**config.mk**
```make
export PLATFORM = sky130hd
export DESIGN_NAME = binary_heap_priority_queue_core
export DESIGN_NICKNAME = d
export VERILOG_FILES = /design/src/hw/rtl/bhpq_pkg.sv /design/src/hw/rtl/binary_heap_priority_queue_core.sv /design/src/hw/rtl/bhpq_ram.sv
export SDC_FILE = /design/constraint.sdc
export NUM_CORES = 2
export LEC_CHECK = 0
export BUFFER_PORTS_ARGS = -buffer_cell sky130_fd_sc_hd__buf_2
export CAP_MARGIN = 20
export CORE_MARGIN = 1
export CORE_UTILIZATION = 36
export CTS_BUF_LIST = sky130_fd_sc_hd__clkbuf_4 sky130_fd_sc_hd__clkbuf_8
export DETAILED_ROUTE_END_ITERATION = 12
export PLACE_DENSITY_LB_ADDON = 0.05
export RECOVER_POWER = 100
export SYNTH_ARGS = -nofsm -noshare
export SYNTH_HDL_FRONTEND = slang
export SYNTH_SLANG_ARGS = --single-unit
```
**constraint.sdc**
```tcl
create_clock -name clk -period 14.95 [get_ports clk]
set_input_delay 2.2425 -clock clk [delete_from_list [all_inputs] [get_ports clk]]
set_output_delay 2.2425 -clock clk [all_outputs]
set_load 0.01 [all_outputs]
```
**src/hw/rtl/bhpq_pkg.sv**
```systemverilog
// shared command and status codes of the binary heap priority queue
package bhpq_pkg;

  typedef enum logic [1:0] {
    CMD_PUSH = 2'd0,
    CMD_POP  = 2'd1,
    CMD_PEEK = 2'd2
  } cmd_t;

  typedef enum logic [1:0] {
    ST_OK    = 2'd0,
    ST_FULL  = 2'd1,
    ST_EMPTY = 2'd2
  } status_t;

endpackage

```
**src/hw/rtl/binary_heap_priority_queue_core.sv**
```systemverilog
// top level of the binary heap priority queue: sift sequencer around one heap ram
//
//  channel | direction | handshake        | word
//  in_     | input     | in_valid/stall   | command, value
//  out_    | output    | out_valid/stall  | top_value, is_empty, entry_count, status
//  cfg_    | input     | cfg_valid/ready  | order select bit
//
// peek, refused ops and a pop that empties the heap go straight to the output stage;
// push sifts the new key up from the next free slot towards the root;
// pop moves the last entry to the root and sifts it down;
// each level reads up to two children over the single read port of the heap ram
// synchronous active-low reset clears the count, the order bit and the control state
// a new word is taken only once the previous one has reached the output register;
// a stalled output holds its word while the next operation runs
module binary_heap_priority_queue_core
  import bhpq_pkg::*;
#(
  parameter int unsigned CAPACITY  = 64,
  parameter int unsigned KEY_WIDTH = 32
) (
  input  logic                clk,
  input  logic                rst_n,
  input  logic                in_valid,
  output logic                in_stall,
  input  logic [1:0]          in_command,
  input  logic signed [31:0]  in_value,
  output logic                out_valid,
  input  logic                out_stall,
  output logic signed [31:0]  out_top_value,
  output logic                out_is_empty,
  output logic [6:0]          out_entry_count,
  output logic [1:0]          out_status,
  input  logic                cfg_valid,
  output logic                cfg_ready,
  input  logic                cfg_data
);

  localparam int unsigned AW = $clog2(CAPACITY);
  localparam int unsigned CW = $clog2(CAPACITY + 1);
  localparam int unsigned KW = KEY_WIDTH;

  typedef enum logic [8:0] {
    S_IDLE    = 9'b000000001,
    S_UP_RD   = 9'b000000010,
    S_UP_CMP  = 9'b000000100,
    S_DN_LAST = 9'b000001000,
    S_DN_RDL  = 9'b000010000,
    S_DN_RDR  = 9'b000100000,
    S_DN_CMPR = 9'b001000000,
    S_DN_CMP  = 9'b010000000,
    S_DONE    = 9'b100000000
  } state_t;

  state_t          state_r, state_nxt;
  status_t         status_r, status_nxt;
  logic [KW-1:0]   key_r, key_nxt;
  logic [KW-1:0]   child_r, child_nxt;
  logic [AW-1:0]   idx_r, idx_nxt;
  logic [AW-1:0]   cidx_r, cidx_nxt;
  logic [CW-1:0]   count_r, count_nxt;
  logic            order_r;
  logic [KW-1:0]   top_r;

  logic            out_valid_r, out_valid_nxt;
  logic [31:0]     out_top_r, out_top_nxt;
  logic            out_empty_r, out_empty_nxt;
  logic [6:0]      out_count_r, out_count_nxt;
  logic [1:0]      out_status_r, out_status_nxt;

  logic            mem_we;
  logic [AW-1:0]   mem_waddr, mem_raddr;
  logic [KW-1:0]   mem_wdata, mem_rdata;

  logic [KW-1:0]   cmp_a, cmp_b;
  logic            a_beats_b;

  logic [KW+31:0]  in_ext;
  logic [KW-1:0]   in_key;
  logic [AW+1:0]   lft_w, rgt_w, cnt_w;
  logic [AW-1:0]   par_idx;
  logic [KW+31:0]  top_ext;
  logic [CW+6:0]   cnt_ext;
  logic            out_free;

  bhpq_ram #(
    .WIDTH (KW),
    .DEPTH (CAPACITY)
  ) u_heap_ram (
    .clk   (clk),
    .we    (mem_we),
    .waddr (mem_waddr),
    .wdata (mem_wdata),
    .raddr (mem_raddr),
    .rdata (mem_rdata)
  );

  assign in_ext  = {{KW{in_value[31]}}, in_value};
  assign in_key  = in_ext[KW-1:0];
  assign lft_w   = {1'b0, idx_r, 1'b1};
  assign rgt_w   = lft_w + (AW+2)'(1);
  assign cnt_w   = (AW+2)'(count_r);
  assign par_idx = (idx_r - AW'(1)) >> 1;
  assign top_ext = {32'b0, top_r};
  assign cnt_ext = {7'b0, count_r};
  assign out_free = !out_valid_r || !out_stall;

  // shared key comparator
  always_comb begin
    cmp_a = mem_rdata;
    cmp_b = child_r;
    case (state_r)
      S_UP_CMP: begin
        cmp_a = key_r;
        cmp_b = mem_rdata;
      end
      S_DN_CMP: begin
        cmp_a = child_r;
        cmp_b = key_r;
      end
      default: begin
        cmp_a = mem_rdata;
        cmp_b = child_r;
      end
    endcase
  end

  assign a_beats_b = order_r ? ($signed(cmp_a) < $signed(cmp_b))
                             : ($signed(cmp_a) > $signed(cmp_b));

  always_comb begin
    state_nxt      = state_r;
    status_nxt     = status_r;
    key_nxt        = key_r;
    child_nxt      = child_r;
    idx_nxt        = idx_r;
    cidx_nxt       = cidx_r;
    count_nxt      = count_r;
    mem_we         = 1'b0;
    mem_waddr      = idx_r;
    mem_wdata      = key_r;
    mem_raddr      = par_idx;
    out_valid_nxt  = out_valid_r && out_stall;
    out_top_nxt    = out_top_r;
    out_empty_nxt  = out_empty_r;
    out_count_nxt  = out_count_r;
    out_status_nxt = out_status_r;

    case (state_r)
      S_IDLE: begin
        if (in_valid) begin
          status_nxt = ST_OK;
          key_nxt    = in_key;
          state_nxt  = S_DONE;
          case (in_command)
            CMD_PUSH: begin
              if (count_r == CW'(CAPACITY)) begin
                status_nxt = ST_FULL;
              end else begin
                idx_nxt   = AW'(count_r);
                count_nxt = count_r + CW'(1);
                state_nxt = S_UP_RD;
              end
            end
            CMD_POP: begin
              if (count_r == '0) begin
                status_nxt = ST_EMPTY;
              end else begin
                count_nxt = count_r - CW'(1);
                mem_raddr = AW'(count_r - CW'(1));
                if (count_r != CW'(1)) begin
                  state_nxt = S_DN_LAST;
                end
              end
            end
            default: begin
              state_nxt = S_DONE;
            end
          endcase
        end
      end
      S_UP_RD: begin
        if (idx_r == '0) begin
          mem_we    = 1'b1;
          state_nxt = S_DONE;
        end else begin
          mem_raddr = par_idx;
          cidx_nxt  = par_idx;
          state_nxt = S_UP_CMP;
        end
      end
      S_UP_CMP: begin
        mem_we = 1'b1;
        if (a_beats_b) begin
          mem_wdata = mem_rdata;
          idx_nxt   = cidx_r;
          state_nxt = S_UP_RD;
        end else begin
          state_nxt = S_DONE;
        end
      end
      S_DN_LAST: begin
        key_nxt   = mem_rdata;
        idx_nxt   = '0;
        state_nxt = S_DN_RDL;
      end
      S_DN_RDL: begin
        if (lft_w >= cnt_w) begin
          mem_we    = 1'b1;
          state_nxt = S_DONE;
        end else begin
          mem_raddr = lft_w[AW-1:0];
          cidx_nxt  = lft_w[AW-1:0];
          state_nxt = S_DN_RDR;
        end
      end
      S_DN_RDR: begin
        child_nxt = mem_rdata;
        if (rgt_w < cnt_w) begin
          mem_raddr = rgt_w[AW-1:0];
          state_nxt = S_DN_CMPR;
        end else begin
          state_nxt = S_DN_CMP;
        end
      end
      S_DN_CMPR: begin
        if (a_beats_b) begin
          child_nxt = mem_rdata;
          cidx_nxt  = cidx_r + AW'(1);
        end
        state_nxt = S_DN_CMP;
      end
      S_DN_CMP: begin
        mem_we = 1'b1;
        if (a_beats_b) begin
          mem_wdata = child_r;
          idx_nxt   = cidx_r;
          state_nxt = S_DN_RDL;
        end else begin
          state_nxt = S_DONE;
        end
      end
      S_DONE: begin
        if (out_free) begin
          out_valid_nxt  = 1'b1;
          out_top_nxt    = (count_r == '0) ? 32'b0 : top_ext[31:0];
          out_empty_nxt  = (count_r == '0);
          out_count_nxt  = cnt_ext[6:0];
          out_status_nxt = status_r;
          state_nxt      = S_IDLE;
        end
      end
      default: begin
        state_nxt = S_IDLE;
      end
    endcase
  end

  always_ff @(posedge clk) begin
    if (!rst_n) begin
      state_r     <= S_IDLE;
      count_r     <= '0;
      order_r     <= 1'b0;
      out_valid_r <= 1'b0;
      status_r    <= ST_OK;
    end else begin
      state_r     <= state_nxt;
      count_r     <= count_nxt;
      out_valid_r <= out_valid_nxt;
      status_r    <= status_nxt;
      if (cfg_valid) begin
        order_r <= cfg_data;
      end
    end
  end

  always_ff @(posedge clk) begin
    key_r        <= key_nxt;
    child_r      <= child_nxt;
    idx_r        <= idx_nxt;
    cidx_r       <= cidx_nxt;
    out_top_r    <= out_top_nxt;
    out_empty_r  <= out_empty_nxt;
    out_count_r  <= out_count_nxt;
    out_status_r <= out_status_nxt;
    if (mem_we && mem_waddr == '0) begin
      top_r <= mem_wdata;
    end
  end

  assign in_stall        = (state_r != S_IDLE);
  assign cfg_ready       = 1'b1;
  assign out_valid       = out_valid_r;
  assign out_top_value   = out_top_r;
  assign out_is_empty    = out_empty_r;
  assign out_entry_count = out_count_r;
  assign out_status      = out_status_r;

endmodule

```
**src/hw/rtl/bhpq_ram.sv**
```systemverilog
// generic simple dual-port ram with registered read
module bhpq_ram #(
  parameter int unsigned WIDTH = 32,
  parameter int unsigned DEPTH = 64
) (
  input  logic                     clk,
  input  logic                     we,
  input  logic [$clog2(DEPTH)-1:0] waddr,
  input  logic [WIDTH-1:0]         wdata,
  input  logic [$clog2(DEPTH)-1:0] raddr,
  output logic [WIDTH-1:0]         rdata
);

  logic [WIDTH-1:0] mem [DEPTH];

  always_ff @(posedge clk) begin
    if (we) begin
      mem[waddr] <= wdata;
    end
    rdata <= mem[raddr];
  end

endmodule

```
==> run_results.csv <==
group,metric,value,unit
run_status,outcome,"finished with violations",
run_status,failed_checks,"max-capacitance violations, max-slew violations",
final_layout,area_growth,13.2,%
cts,insertion_delay,1070,ps
worst_setup_path,cp_num_buf_inv,3,
placed_design,io_buffers,83,
power,power_per_cell_area,160,nW/um^2
cts,hold_buffers,0,
timing,post-route-period-util,72.6,%
timing,fmax,92.1,MHz
yosys,synth_area,92100,sq um
placed_design,placedCellCount,9165,
floorplanning,chipWidth,508,um
global_routing,grt_pass1_vias,52502,
placed_design,place_congestion,0.794,
route,wl_per_cell,31.6,um
yosys,synth_edf_count,2198,
final_layout,final_nets,6303,
floorplanning,die-area,258000,sq um
floorplanning,ios,85,
timing,slew_viol_final,2622,
worst_setup_path,reg2regPathDepth,15,
yosys,async_reset_ff_share,0,%
floorplanning,die_h,508,um
timing,finClkSkew,79.3,ps
route,wl_met3,17.7,mm
yosys,ys_types,78,
cts,cts_buffer_depth,4,
cts,cts_tree,"done",
final_layout,drive_gt1_share,16.8,%
yosys,synthCells,5902,
timing,hold_viol,0,
timing,rsz0062_at_grt,"no",
min_path,hold-path-cell-count,0,
timing,setup_viol,0,
worst_setup_path,critPathKind,"flop to flop",
timing,fin_setup_tns,0,ps
route,wl_met1,141,mm
job,maxCapViolations,92,
route,avgViaCountPerCell,5.42,
route,highest_layer,"met4",
global_routing,grt_pass1_wl,432,mm
timing,slew_headroom,-170,%
yosys,synth_nets,5993,
final_layout,layout_commonest_cell,"edfxtp_1",
route,num_vias,53679,
timing,setup_ws,4100,ps
route,wl_met2,146,mm
yosys,syn-mean-instance-area,15.6,sq um
route,route.detailed.drc,0,
worst_setup_path,cp_slowest_stage_delay,2880,ps
min_path,hold_class,"flop to flop",
yosys,synth_ff_type,"edfxtp_1",
placed_design,place_hpwl,176,mm
route,antenna_left,0,
power,peakVddDrop,0.102,mV
timing,worst_pin_slew,4050,ps
worst_setup_path,cpMaxStageDelayCell,"clkbuf_1",
route,drt_iter0_drc,5188,
cts,clock-sinks,2250,
worst_setup_path,end_kind,"flop",
global_routing,overflow,0,
route,drtPass1Iterations,5,
floorplanning,core,254000,sq um
final_layout,mostFrequentLayoutCells,"edfxtp_1, nand2_1, mux2i_1, clkbuf_8, nand3_1",
worst_setup_path,path_max_fanout,98,
cts,cts_buffers,410,
power,leakage,35.7,nW
final_layout,utilization,41.0,%
global_routing,track_usage,24.0,%
worst_setup_path,crit_cells,15,
power,total_power,0.0167,W
cts,cts_setup_buffers,0,
global_routing,grt_max_degree,112,
route,finalWirelength,313,mm
global_routing,antenna_found_initial,26,
floorplanning,std_cell_rows,185,
cts,cts_resized,0,
cts,h-tree-depth,5,
worst_setup_path,critPathTopFamily,"buffers and inverters",
worst_setup_path,arrival,11710,ps
yosys,synth_warnings,0,
yosys,ys_ff_latch,2250,
worst_setup_path,cp_cell_sequence,"ha_1 > nand3_1 > xnor2_1 > ha_1 > a211o_1 > o221a_1 > o221ai_1 > buf_12 > buf_12 > clkbuf_1 > mux2i_1 > mux2_2 > a2bb2oi_1 > nand4_1 > nor4_2",
final_layout,stdcell_count,9899,
timing,period_minus_slack,10850,ps
placed_design,pre_cts_ws,6840,ps
worst_setup_path,crit_path_start_kind,"flop",
cts,clk_pin_slew_worst_paths,70,ps
worst_setup_path,cp.required,15810,ps
yosys,yosysSeqAreaShare,72.8,%
floorplanning,start_util,36.2,%
cts,cts-root-buf,"clkbuf_8",
-- stage by stage --
stage	area (sq um)	hold slack (ps)
3_5_place_dp	97500	417
4_1_cts	105000	422
6_report	104000	430
5_1_grt	104000	445
3_3_place_gp	97500	417
2_1_floorplan	92100	403
-- worst paths after layout --
| kind | start | to | slack (ps) |
|---|---|---|---|
| setup / recovery | idx_r[1]$_DFFE_PP_ | u_heap_ram.rdata[7]$_DFF_P_ | 4100 |
| hold reg to reg | status_r[0]$_SDFFE_PN0P_ | out_status[0]$_DFFE_PP_ | 430 |
| setup reg to reg | idx_r[1]$_DFFE_PP_ | u_heap_ram.rdata[7]$_DFF_P_ | 4100 |
| hold / removal | status_r[0]$_SDFFE_PN0P_ | out_status[0]$_DFFE_PP_ | 430 |
-- synthesized netlist by cell type, types with 5 or more instances --
master	count	area share [%]
a21boi_0	84	0.69
a21boi_1	29	0.24
a21o_1	7	0.057
a21oi_1	163	0.89
a22o_1	189	1.8
a22oi_1	143	1.2
a2bb2oi_1	64	0.61
and2_1	35	0.24
and3_1	5	0.034
buf_1	27	0.11
buf_2	112	0.61
buf_4	52	0.42
buf_6	24	0.29
clkbuf_1	143	0.58
dfxtp_1	52	1.1
edfxtp_1	2198	72
ha_1	51	0.69
inv_1	19	0.077
mux2_2	232	2.8
mux2i_1	695	7.6
nand2_1	835	3.4
nand2b_1	6	0.041
nand3_1	315	1.7
nand3b_1	6	0.049
nand4_1	41	0.28
nor2_1	126	0.51
nor3_1	14	0.076
nor4_1	10	0.068
nor4_2	28	0.38
o21a_1	6	0.049
o21ai_0	24	0.13
o221ai_1	6	0.057
o2bb2ai_1	32	0.30
or3_1	7	0.048
or4_1	29	0.24
xnor2_1	18	0.17
-- per-layer routing --
metal,track usage [%],vias up
li1,-,23444
met1,34.0,28176
met2,38.5,1624
met3,3.37,435
met4,6.79,0
met5,0,-
-- cell type report --
class | count | area (sq um)
timing repair buffer | 256 | 1450
inverter | 20 | 75.1
fill | 23386 | 150000
clock buffer | 576 | 7030
sequential | 2250 | 67000
antenna | 21 | 52.6
tap | 3366 | 4210
multi-input combinational | 3274 | 23800
clock inverter | 136 | 621
-- flip-flops by register name (all words and copies together) (netlist names), 2 cells and up --
signal and count:
child_r 32, cidx_r 6, count_r 7, idx_r 6, key_r 32, out_entry_count 7, out_status 2, out_top_value 32
state_r 9, status_r 2, top_r 32, u_heap_ram.mem 2048, u_heap_ram.rdata 32
-- report_power, final --
| part | leakage (nW) | internal [W] | switching (W) | total (W) |
|---|---|---|---|---|
| combinational | 11.4 | 0.00114 | 0.00246 | 0.00360 |
| clock | 4.07 | 0.00302 | 0.00255 | 0.00557 |
| sequential | 20.2 | 0.00725 | 0.000260 | 0.00751 |
| total | 35.7 | 0.0114 | 0.00527 | 0.0167 |
-- logic make-up after synthesis --
kind of cell	Yosys count	synth area share, %
and+or+nand+nor	1488	7.43
xor gates and xnor gates	22	0.209
adders and majority gates	51	0.693
buffers and inverters	378	2.10
DFF	2250	72.8
other	1	0.00407
AOI/OAI and AO/OA	785	6.33
muxes	927	10.4
Note: power is estimated with default switching activity, not from simulation.
